File: src/rtl/core/cdte_pkg.sv
package cdte_pkg;

   localparam int unsigned YEAR_W = 13;
   localparam int unsigned MS_W   = 43;
   localparam int unsigned PC_W   = 4;

   localparam logic [YEAR_W-1:0] EPOCH_YEAR = 13'd1970;
   localparam logic [3:0]        MONTH_LAST = 4'd13;

   localparam logic [MS_W-1:0] MS_PER_DAY    = 43'd86400000;
   localparam logic [MS_W-1:0] MS_PER_HOUR   = 43'd3600000;
   localparam logic [MS_W-1:0] MS_PER_MINUTE = 43'd60000;
   localparam logic [MS_W-1:0] MS_PER_SECOND = 43'd1000;
   localparam logic [MS_W-1:0] MS_DAY_BACK   = ~MS_PER_DAY + 43'd1;
   localparam logic [MS_W-1:0] MS_YEAR_365   = 43'd31536000000;
   localparam logic [MS_W-1:0] MS_YEAR_366   = 43'd31622400000;

   // sequencer branch conditions
   localparam logic [2:0] COND_START = 3'd0;
   localparam logic [2:0] COND_NEXT  = 3'd1;
   localparam logic [2:0] COND_YEAR  = 3'd2;
   localparam logic [2:0] COND_MONTH = 3'd3;
   localparam logic [2:0] COND_DONE  = 3'd4;

   // addend sources
   localparam logic [3:0] SRC_NONE     = 4'd0;
   localparam logic [3:0] SRC_YEAR     = 4'd1;
   localparam logic [3:0] SRC_MONTH    = 4'd2;
   localparam logic [3:0] SRC_DAY      = 4'd3;
   localparam logic [3:0] SRC_DAY_BACK = 4'd4;
   localparam logic [3:0] SRC_HOUR     = 4'd5;
   localparam logic [3:0] SRC_MINUTE   = 4'd6;
   localparam logic [3:0] SRC_SECOND   = 4'd7;
   localparam logic [3:0] SRC_MILLI    = 4'd8;

   // program steps
   localparam logic [PC_W-1:0] STEP_IDLE   = 4'd0;
   localparam logic [PC_W-1:0] STEP_YEARS  = 4'd1;
   localparam logic [PC_W-1:0] STEP_MONTHS = 4'd2;
   localparam logic [PC_W-1:0] STEP_DAY    = 4'd3;
   localparam logic [PC_W-1:0] STEP_BACK   = 4'd4;
   localparam logic [PC_W-1:0] STEP_HOUR   = 4'd5;
   localparam logic [PC_W-1:0] STEP_MINUTE = 4'd6;
   localparam logic [PC_W-1:0] STEP_SECOND = 4'd7;
   localparam logic [PC_W-1:0] STEP_MILLI  = 4'd8;

   typedef struct packed {
      logic [2:0] cond;
      logic [3:0] src;
   } ctrl_word_type;

   function automatic ctrl_word_type ucode(input logic [PC_W-1:0] pc);
      ctrl_word_type w;
      unique case (pc)
         STEP_IDLE:   w = '{cond: COND_START, src: SRC_NONE};
         STEP_YEARS:  w = '{cond: COND_YEAR,  src: SRC_YEAR};
         STEP_MONTHS: w = '{cond: COND_MONTH, src: SRC_MONTH};
         STEP_DAY:    w = '{cond: COND_NEXT,  src: SRC_DAY};
         STEP_BACK:   w = '{cond: COND_NEXT,  src: SRC_DAY_BACK};
         STEP_HOUR:   w = '{cond: COND_NEXT,  src: SRC_HOUR};
         STEP_MINUTE: w = '{cond: COND_NEXT,  src: SRC_MINUTE};
         STEP_SECOND: w = '{cond: COND_NEXT,  src: SRC_SECOND};
         STEP_MILLI:  w = '{cond: COND_DONE,  src: SRC_MILLI};
         default:     w = '{cond: COND_DONE,  src: SRC_NONE};
      endcase
      return w;
   endfunction

   // gregorian rule; divide by 100 as multiply by reciprocal, exact below 43690
   function automatic logic is_leap(input logic [YEAR_W-1:0] y);
      logic [25:0]       prod;
      logic [6:0]        q;
      logic [YEAR_W-1:0] r;
      prod = 26'(y) * 26'd5243;
      q    = prod[25:19];
      r    = y - 13'(q) * 13'd100;
      return ((y[1:0] == 2'b00) && (r != '0)) || ((r == '0) && (q[1:0] == 2'b00));
   endfunction

   // whole month length in ms, common year, month one-based
   function automatic logic [MS_W-1:0] month_ms(input logic [3:0] m);
      logic [4:0] d;
      unique case (m)
         4'd2:                   d = 5'd28;
         4'd4, 4'd6, 4'd9, 4'd11: d = 5'd30;
         default:                d = 5'd31;
      endcase
      return 43'(d) * MS_PER_DAY;
   endfunction

endpackage

File: src/rtl/core/civil_date_to_epoch_ms_unit.sv
// civil UTC date and time to milliseconds since 1970-01-01 00:00:00
// input: a transfer is taken when start is high and busy is low; the req_
//    fields are captured at that edge and need not be held afterwards
// config: csr_write_data is the century base, written when csr_write_enable
//    is high; write it only while busy is low. reset value is 2000
// output: rsp_valid is high for one cycle with rsp_epoch_ms; the receiver
//    cannot stall, so nothing is ever held back
// sequence: a year loop, one year per cycle through the shared adder, then a
//    month loop, then the day, day back, hour, minute, second and milli steps
// throughput: one item at a time; busy falls in the cycle rsp_valid rises,
//    so the next item can be taken there
// reset: idles the sequencer, clears the strobe and sets the century base
//    back to 2000
module civil_date_to_epoch_ms_unit
   import cdte_pkg::*;
(
   input  logic             clock,
   input  logic             reset,
   input  logic             start,
   output logic             busy,
   input  logic [4:0]       req_day_of_month,
   input  logic [3:0]       req_month_number,
   input  logic [6:0]       req_two_digit_year,
   input  logic [4:0]       req_hour_of_day,
   input  logic [5:0]       req_minute_of_hour,
   input  logic [5:0]       req_second_of_minute,
   input  logic [9:0]       req_millisecond_part,
   input  logic             csr_write_enable,
   input  logic [11:0]      csr_write_data,
   output logic             rsp_valid,
   output logic [MS_W-1:0]  rsp_epoch_ms
);

   logic [PC_W-1:0]   pc_ff, pc_in;
   logic [11:0]       base_ff, base_in;
   logic              valid_ff, valid_in;
   logic [MS_W-1:0]   result_ff, result_in;
   logic [MS_W-1:0]   acc_ff, acc_in;
   logic [YEAR_W-1:0] year_ff, year_in;
   logic [YEAR_W-1:0] target_year_ff, target_year_in;
   logic [3:0]        month_ff, month_in;
   logic [3:0]        mcnt_ff, mcnt_in;
   logic [4:0]        day_ff, day_in;
   logic [4:0]        hour_ff, hour_in;
   logic [5:0]        minute_ff, minute_in;
   logic [5:0]        second_ff, second_in;
   logic [9:0]        milli_ff, milli_in;

   ctrl_word_type     cw;
   logic              year_more;
   logic              month_more;
   logic [MS_W-1:0]   addend;
   logic [MS_W-1:0]   sum;

   assign cw         = ucode(pc_ff);
   assign year_more  = year_ff < target_year_ff;
   assign month_more = mcnt_ff < month_ff;

   always_comb begin
      unique case (cw.src)
         SRC_YEAR:     addend = !year_more ? '0 :
                                (is_leap(year_ff) ? MS_YEAR_366 : MS_YEAR_365);
         SRC_MONTH:    addend = !month_more ? '0 :
                                month_ms(mcnt_ff) +
                                (((mcnt_ff == 4'd2) && is_leap(target_year_ff)) ?
                                 MS_PER_DAY : '0);
         SRC_DAY:      addend = 43'(day_ff) * MS_PER_DAY;
         SRC_DAY_BACK: addend = MS_DAY_BACK;
         SRC_HOUR:     addend = 43'(hour_ff) * MS_PER_HOUR;
         SRC_MINUTE:   addend = 43'(minute_ff) * MS_PER_MINUTE;
         SRC_SECOND:   addend = 43'(second_ff) * MS_PER_SECOND;
         SRC_MILLI:    addend = 43'(milli_ff);
         default:      addend = '0;
      endcase
   end

   assign sum = acc_ff + addend;

   always_comb begin
      pc_in          = pc_ff;
      base_in        = csr_write_enable ? csr_write_data : base_ff;
      valid_in       = 1'b0;
      result_in      = result_ff;
      acc_in         = sum;
      year_in        = year_ff;
      target_year_in = target_year_ff;
      month_in       = month_ff;
      mcnt_in        = mcnt_ff;
      day_in         = day_ff;
      hour_in        = hour_ff;
      minute_in      = minute_ff;
      second_in      = second_ff;
      milli_in       = milli_ff;
      unique case (cw.cond)
         COND_START: begin
            acc_in = '0;
            if (start) begin
               pc_in          = pc_ff + 4'd1;
               year_in        = EPOCH_YEAR;
               target_year_in = 13'(base_ff) + 13'(req_two_digit_year);
               month_in       = (req_month_number > MONTH_LAST) ? MONTH_LAST
                                                                : req_month_number;
               mcnt_in        = 4'd1;
               day_in         = req_day_of_month;
               hour_in        = req_hour_of_day;
               minute_in      = req_minute_of_hour;
               second_in      = req_second_of_minute;
               milli_in       = req_millisecond_part;
            end
         end
         COND_YEAR: begin
            if (year_more) begin
               year_in = year_ff + 13'd1;
            end else begin
               pc_in = pc_ff + 4'd1;
            end
         end
         COND_MONTH: begin
            if (month_more) begin
               mcnt_in = mcnt_ff + 4'd1;
            end else begin
               pc_in = pc_ff + 4'd1;
            end
         end
         COND_NEXT: begin
            pc_in = pc_ff + 4'd1;
         end
         COND_DONE: begin
            pc_in     = STEP_IDLE;
            valid_in  = 1'b1;
            result_in = sum;
         end
         default: begin
            pc_in = STEP_IDLE;
         end
      endcase
   end

   always_ff @(posedge clock) begin
      if (reset) begin
         pc_ff    <= STEP_IDLE;
         base_ff  <= 12'd2000;
         valid_ff <= 1'b0;
      end else begin
         pc_ff    <= pc_in;
         base_ff  <= base_in;
         valid_ff <= valid_in;
      end
   end

   always_ff @(posedge clock) begin
      result_ff      <= result_in;
      acc_ff         <= acc_in;
      year_ff        <= year_in;
      target_year_ff <= target_year_in;
      month_ff       <= month_in;
      mcnt_ff        <= mcnt_in;
      day_ff         <= day_in;
      hour_ff        <= hour_in;
      minute_ff      <= minute_in;
      second_ff      <= second_in;
      milli_ff       <= milli_in;
   end

   assign busy         = pc_ff != STEP_IDLE;
   assign rsp_valid    = valid_ff;
   assign rsp_epoch_ms = result_ff;

endmodule

File: config.mk
export PLATFORM = sky130hd
export DESIGN_NAME = civil_date_to_epoch_ms_unit
export DESIGN_NICKNAME = d
export VERILOG_FILES = /design/src/rtl/core/cdte_pkg.sv /design/src/rtl/core/civil_date_to_epoch_ms_unit.sv
export SDC_FILE = /design/constraint.sdc
export NUM_CORES = 1
export LEC_CHECK = 0
export ABC_AREA = 1
export BUFFER_PORTS_ARGS = -buffer_cell sky130_fd_sc_hd__buf_2
export CELL_PAD_IN_SITES_DETAIL_PLACEMENT = 1
export CELL_PAD_IN_SITES_GLOBAL_PLACEMENT = 1
export CORE_MARGIN = 4
export CORE_UTILIZATION = 40
export DETAILED_ROUTE_END_ITERATION = 16
export GPL_TIMING_DRIVEN = 0
export PLACE_DENSITY_LB_ADDON = 0.1
export RECOVER_POWER = 25
export SLEW_MARGIN = 10
export SYNTH_ARGS = -nofsm -noshare
export SYNTH_HDL_FRONTEND = slang
export SYNTH_SLANG_ARGS = --single-unit
File: constraint.sdc
create_clock -name clock -period 17.7 [get_ports clock]
set_clock_uncertainty 0.05 [all_clocks]
set_input_delay 1.77 -clock clock [delete_from_list [all_inputs] [get_ports clock]]
set_output_delay 1.77 -clock clock [all_outputs]
set_load 0.01 [all_outputs]
==> PnR_summary.wiki <==
{| class="wikitable"
! Metric !! Value
|-
| Maximum cell stage delay along the critical path || 0.80 ns
|-
| Number of rows created at floorplan || 85
|-
| Worst r2r path cells || 64
|-
| Most common library cell in the layout ignoring fill and taps || sky130_fd_sc_hd__inv_1
|-
| Wire length of the first global-routing pass || 96.6 mm
|-
| Status || completed
|-
| Max-cap violations || 0
|-
| Final-report hold violation count || 0
|-
| First DRT Iteration DRCs || 525
|-
| Area added between synthesis and finish || 9.25%
|-
| Share of the core filled with cells || 0.445
|-
| Shortest period the worst path allows || 13.20 ns
|-
| Via count of the first global-routing pass || 19228
|-
| Unrepaired setup endpoints after global routing || no
|-
| Total setup buffers inserted after CTS || 0
|-
| Starting density of the core || 0.407
|-
| Placer congestion estimate || 0.882
|-
| Most used cells in the layout excluding fill and tap cells || 553 x sky130_fd_sc_hd__inv_1, 475 x sky130_fd_sc_hd__ha_1, 308 x sky130_fd_sc_hd__nand2_1, 195 x sky130_fd_sc_hd__nor2_1, 177 x sky130_fd_sc_hd__a21oi_1
|-
| Core Box Area || 54300 sq um
|-
| Arrival time reported for the critical path endpoint || 13.37 ns
|-
| Total setup violations reported at the end of the flow || 0
|-
| Met1 Resource Use GR || 0.236
|-
| Post-cts gate resize count || 0
|-
| Worst max-slew margin expressed relative to the limit || 0.191
|-
| Via-per-instance ratio || 5.00
|-
| Die X || 243 um
|-
| Worst-Margin Slew || 1.21 ns
|-
| Vias || 17098
|-
| Cell at the root of the clock tree || sky130_fd_sc_hd__clkbuf_16
|-
| Clock network latency to the later pin of the worst-skew pair || 0.46 ns
|-
| Number of nets in the layout || 3367
|-
| Maximum level of the CTS H-tree || 4
|-
| Required time at the worst-slack endpoint || 17.87 ns
|-
| Number of warnings printed during yosys synthesis || 0
|-
| Most common cell type on the critical path || sky130_fd_sc_hd__inv_1
|-
| Number of iterations in the first detailed-routing pass || 6
|-
| Worst path slowest cell || sky130_fd_sc_hd__edfxtp_1
|-
| HPWL after DPL || 50.3 mm
|-
| Kind of critical path || flop to flop
|-
| Fraction of layout cells with a size suffix above 1 || 0.0750
|-
| Ratio of final minimum period to clock period || 0.746
|-
| Die Area || 59200 sq um
|-
| Pin count of the biggest net entering global routing || 29
|-
| Number of antenna violations at the first check in global routing || 2
|-
| R2r startpoint || target_year_ff[10]$_DFFE_PP_
|-
| Hold WC Path Type || flop to flop
|-
| Number of cells after detailed placement || 3388
|-
| Clock slew at the register clock pins of the worst setup and hold paths || 0.08 ns
|-
| Crit-path max FO || 9
|-
| DRC violation count after routing || 0
|-
| Worst R2R Setup Slack || 4.50 ns
|-
| Hold Path Cell Cnt || 2
|-
| Category of the worst setup path capture point || flop
|-
| Average footprint of a synthesized cell || 8.72 sq um
|-
| Hold-fix buffer count after cts || 0
|-
| Timing-limited maximum frequency || 75.8 MHz
|-
| Final ANT Viol Nets || 0
|-
| TNS Setup || 0 ns
|-
| Worst Hold End || base_ff[6]$_SDFFE_PP1P_
|-
| Number of storage elements in the synthesis netlist || 176
|-
| Grt ovf || 0
|-
| Synth Net Count || 3239
|-
| Netlist cell types || 61
|-
| Global-route layer with the greatest usage || met2
|-
| Largest buffer count on any clock path || 2
|-
| Tot GR Track Use || 0.202
|-
| R2r endpoint || rsp_epoch_ms[40]$_DFFE_PP_
|-
| GR Util met3 || 0.0173
|-
| Clock tree from TritonCTS || done
|-
| Inserted Clock Buffers || 17
|-
| Routed wire length per instance || 17.1 um
|-
| Post-synthesis cell area || 22100 sq um
|-
| Number of placed I/O pins || 104
|-
| Max Slew Vio Count || 0
|-
| WL final || 58.5 mm
|-
| Global-route met2 utilization || 0.395
|-
| Cell count after synthesis || 2540
|-
| Sequential cell area fraction in the yosys report || 0.208
|-
| Startpoint of the worst hold path || base_ff[6]$_SDFFE_PP1P_
|-
| Port buffer count || 103
|-
| Y dimension of the die || 243 um
|-
| Non-filler cells, final || 3422
|-
| CTS sink count || 176
|-
| Worst setup SP type || flop
|}
-- metal layers --
layer,wire (um),up-vias,share of wire
met2,31200,120,0.53
met5,0,-,0
met4,1080,0,0.018
met1,25400,8396,0.43
li1,-,8532,-
met3,826,50,0.014
-- state kept, by name, indices dropped and copies added, names as in the netlist --
signal          cells
acc_ff             43
base_ff            12
cw                  7
day_ff              5
hour_ff             5
mcnt_ff             4
milli_ff           10
minute_ff           6
month_ff            4
pc_ff               4
rsp_epoch_ms       43
rsp_valid           1
second_ff           6
target_year_ff     13
year_ff            13
-- worst max path at each step --
stage                                 startpoint                          to  slack, ns  cells after the start
floorplan           target_year_ff[10]$_DFFE_PP_  rsp_epoch_ms[40]$_DFFE_PP_       6.67                     64
global placement    target_year_ff[10]$_DFFE_PP_  rsp_epoch_ms[40]$_DFFE_PP_       4.66                     63
detailed placement   target_year_ff[4]$_DFFE_PP_  rsp_epoch_ms[40]$_DFFE_PP_       4.49                     65
CTS                  target_year_ff[4]$_DFFE_PP_  rsp_epoch_ms[40]$_DFFE_PP_       4.46                     65
global route        target_year_ff[10]$_DFFE_PP_  rsp_epoch_ms[40]$_DFFE_PP_       3.55                     64
finish              target_year_ff[10]$_DFFE_PP_  rsp_epoch_ms[40]$_DFFE_PP_       4.50                     64
-- kinds of logic (layout without fill, tap and decap cells) --
kind of cell | after synthesis | in the layout | share of synthesized area
other | 2 | 4 | 0.000339
XOR/XNOR | 109 | 109 | 0.0435
AND/OR/NAND/NOR | 642 | 642 | 0.121
flip-flops | 176 | 176 | 0.208
adder cells (fa/ha/maj) | 640 | 640 | 0.418
buffers and inverters | 573 | 714 | 0.0971
AO/OA/AOI/OAI | 398 | 398 | 0.112
-- Yosys cell counts, drive strengths merged --
cell | instances | area share
xnor2 | 49 | 0.019
o221ai | 8 | 0.0032
a41oi | 1 | 0.00040
clkinv | 2 | 0.00034
nor2 | 199 | 0.034
clkbuf | 12 | 0.0020
a221oi | 2 | 0.00079
edfxtp | 109 | 0.15
a211oi | 3 | 0.0010
o211a | 1 | 0.00045
conb | 2 | 0.00034
a2111oi | 1 | 0.00040
a32oi | 1 | 0.00040
nand3b | 3 | 0.0010
and2 | 2 | 0.00057
dfxtp | 67 | 0.061
or2 | 15 | 0.0042
o21ai | 100 | 0.025
inv | 559 | 0.095
a211o | 1 | 0.00040
a31o | 1 | 0.00040
nand4 | 14 | 0.0040
o221a | 1 | 0.00051
nor4 | 4 | 0.0011
a31oi | 18 | 0.0054
o31ai | 3 | 0.0015
fa | 165 | 0.15
a21boi | 9 | 0.0042
a311oi | 1 | 0.00040
nor3 | 19 | 0.0047
o21bai | 22 | 0.0092
xor2 | 60 | 0.024
o21a | 6 | 0.0020
o211ai | 12 | 0.0045
nand3 | 70 | 0.017
a21o | 9 | 0.0031
a21oi | 191 | 0.047
o2111ai | 7 | 0.0028
ha | 475 | 0.27
nand2 | 316 | 0.054
-- worst max-delay path: cells and delay by family (launching register included) --
kind	cells	cell delay, ns
adders and majority gates	13	5.23
AOI/OAI and AO/OA	18	3.27
and+or+nand+nor	19	2.31
DFF	1	0.80
buffers and inverters	11	0.67
xor gates and xnor gates	3	0.60
-- layout make-up --
cell class              count  area [sq um]
diodes                      2          5.00
plain buffers              12          45.0
clock buffers              18           429
clock inverters            14           126
fillers                  6501         30200
inverters                 561          2110
multi-input cells        1791         15400
flip-flops and latches    176          4610
well taps                 739           925
repair buffers            109           553
-- through the flow --
stage | instance area, sq um | setup WS (ns) | hold slack, ns
floorplan | 22100 | 6.67 | 0.383
global placement | 23600 | 4.66 | 0.405
detailed placement | 23700 | 4.49 | 0.405
CTS | 24200 | 4.46 | 0.424
global route | 24200 | 3.55 | 0.454
finish | 24200 | 4.50 | 0.422
Power is left out: the tool's default activity adds up to more than one toggle a clock period on the data nets, which glitch-free logic cannot reach.
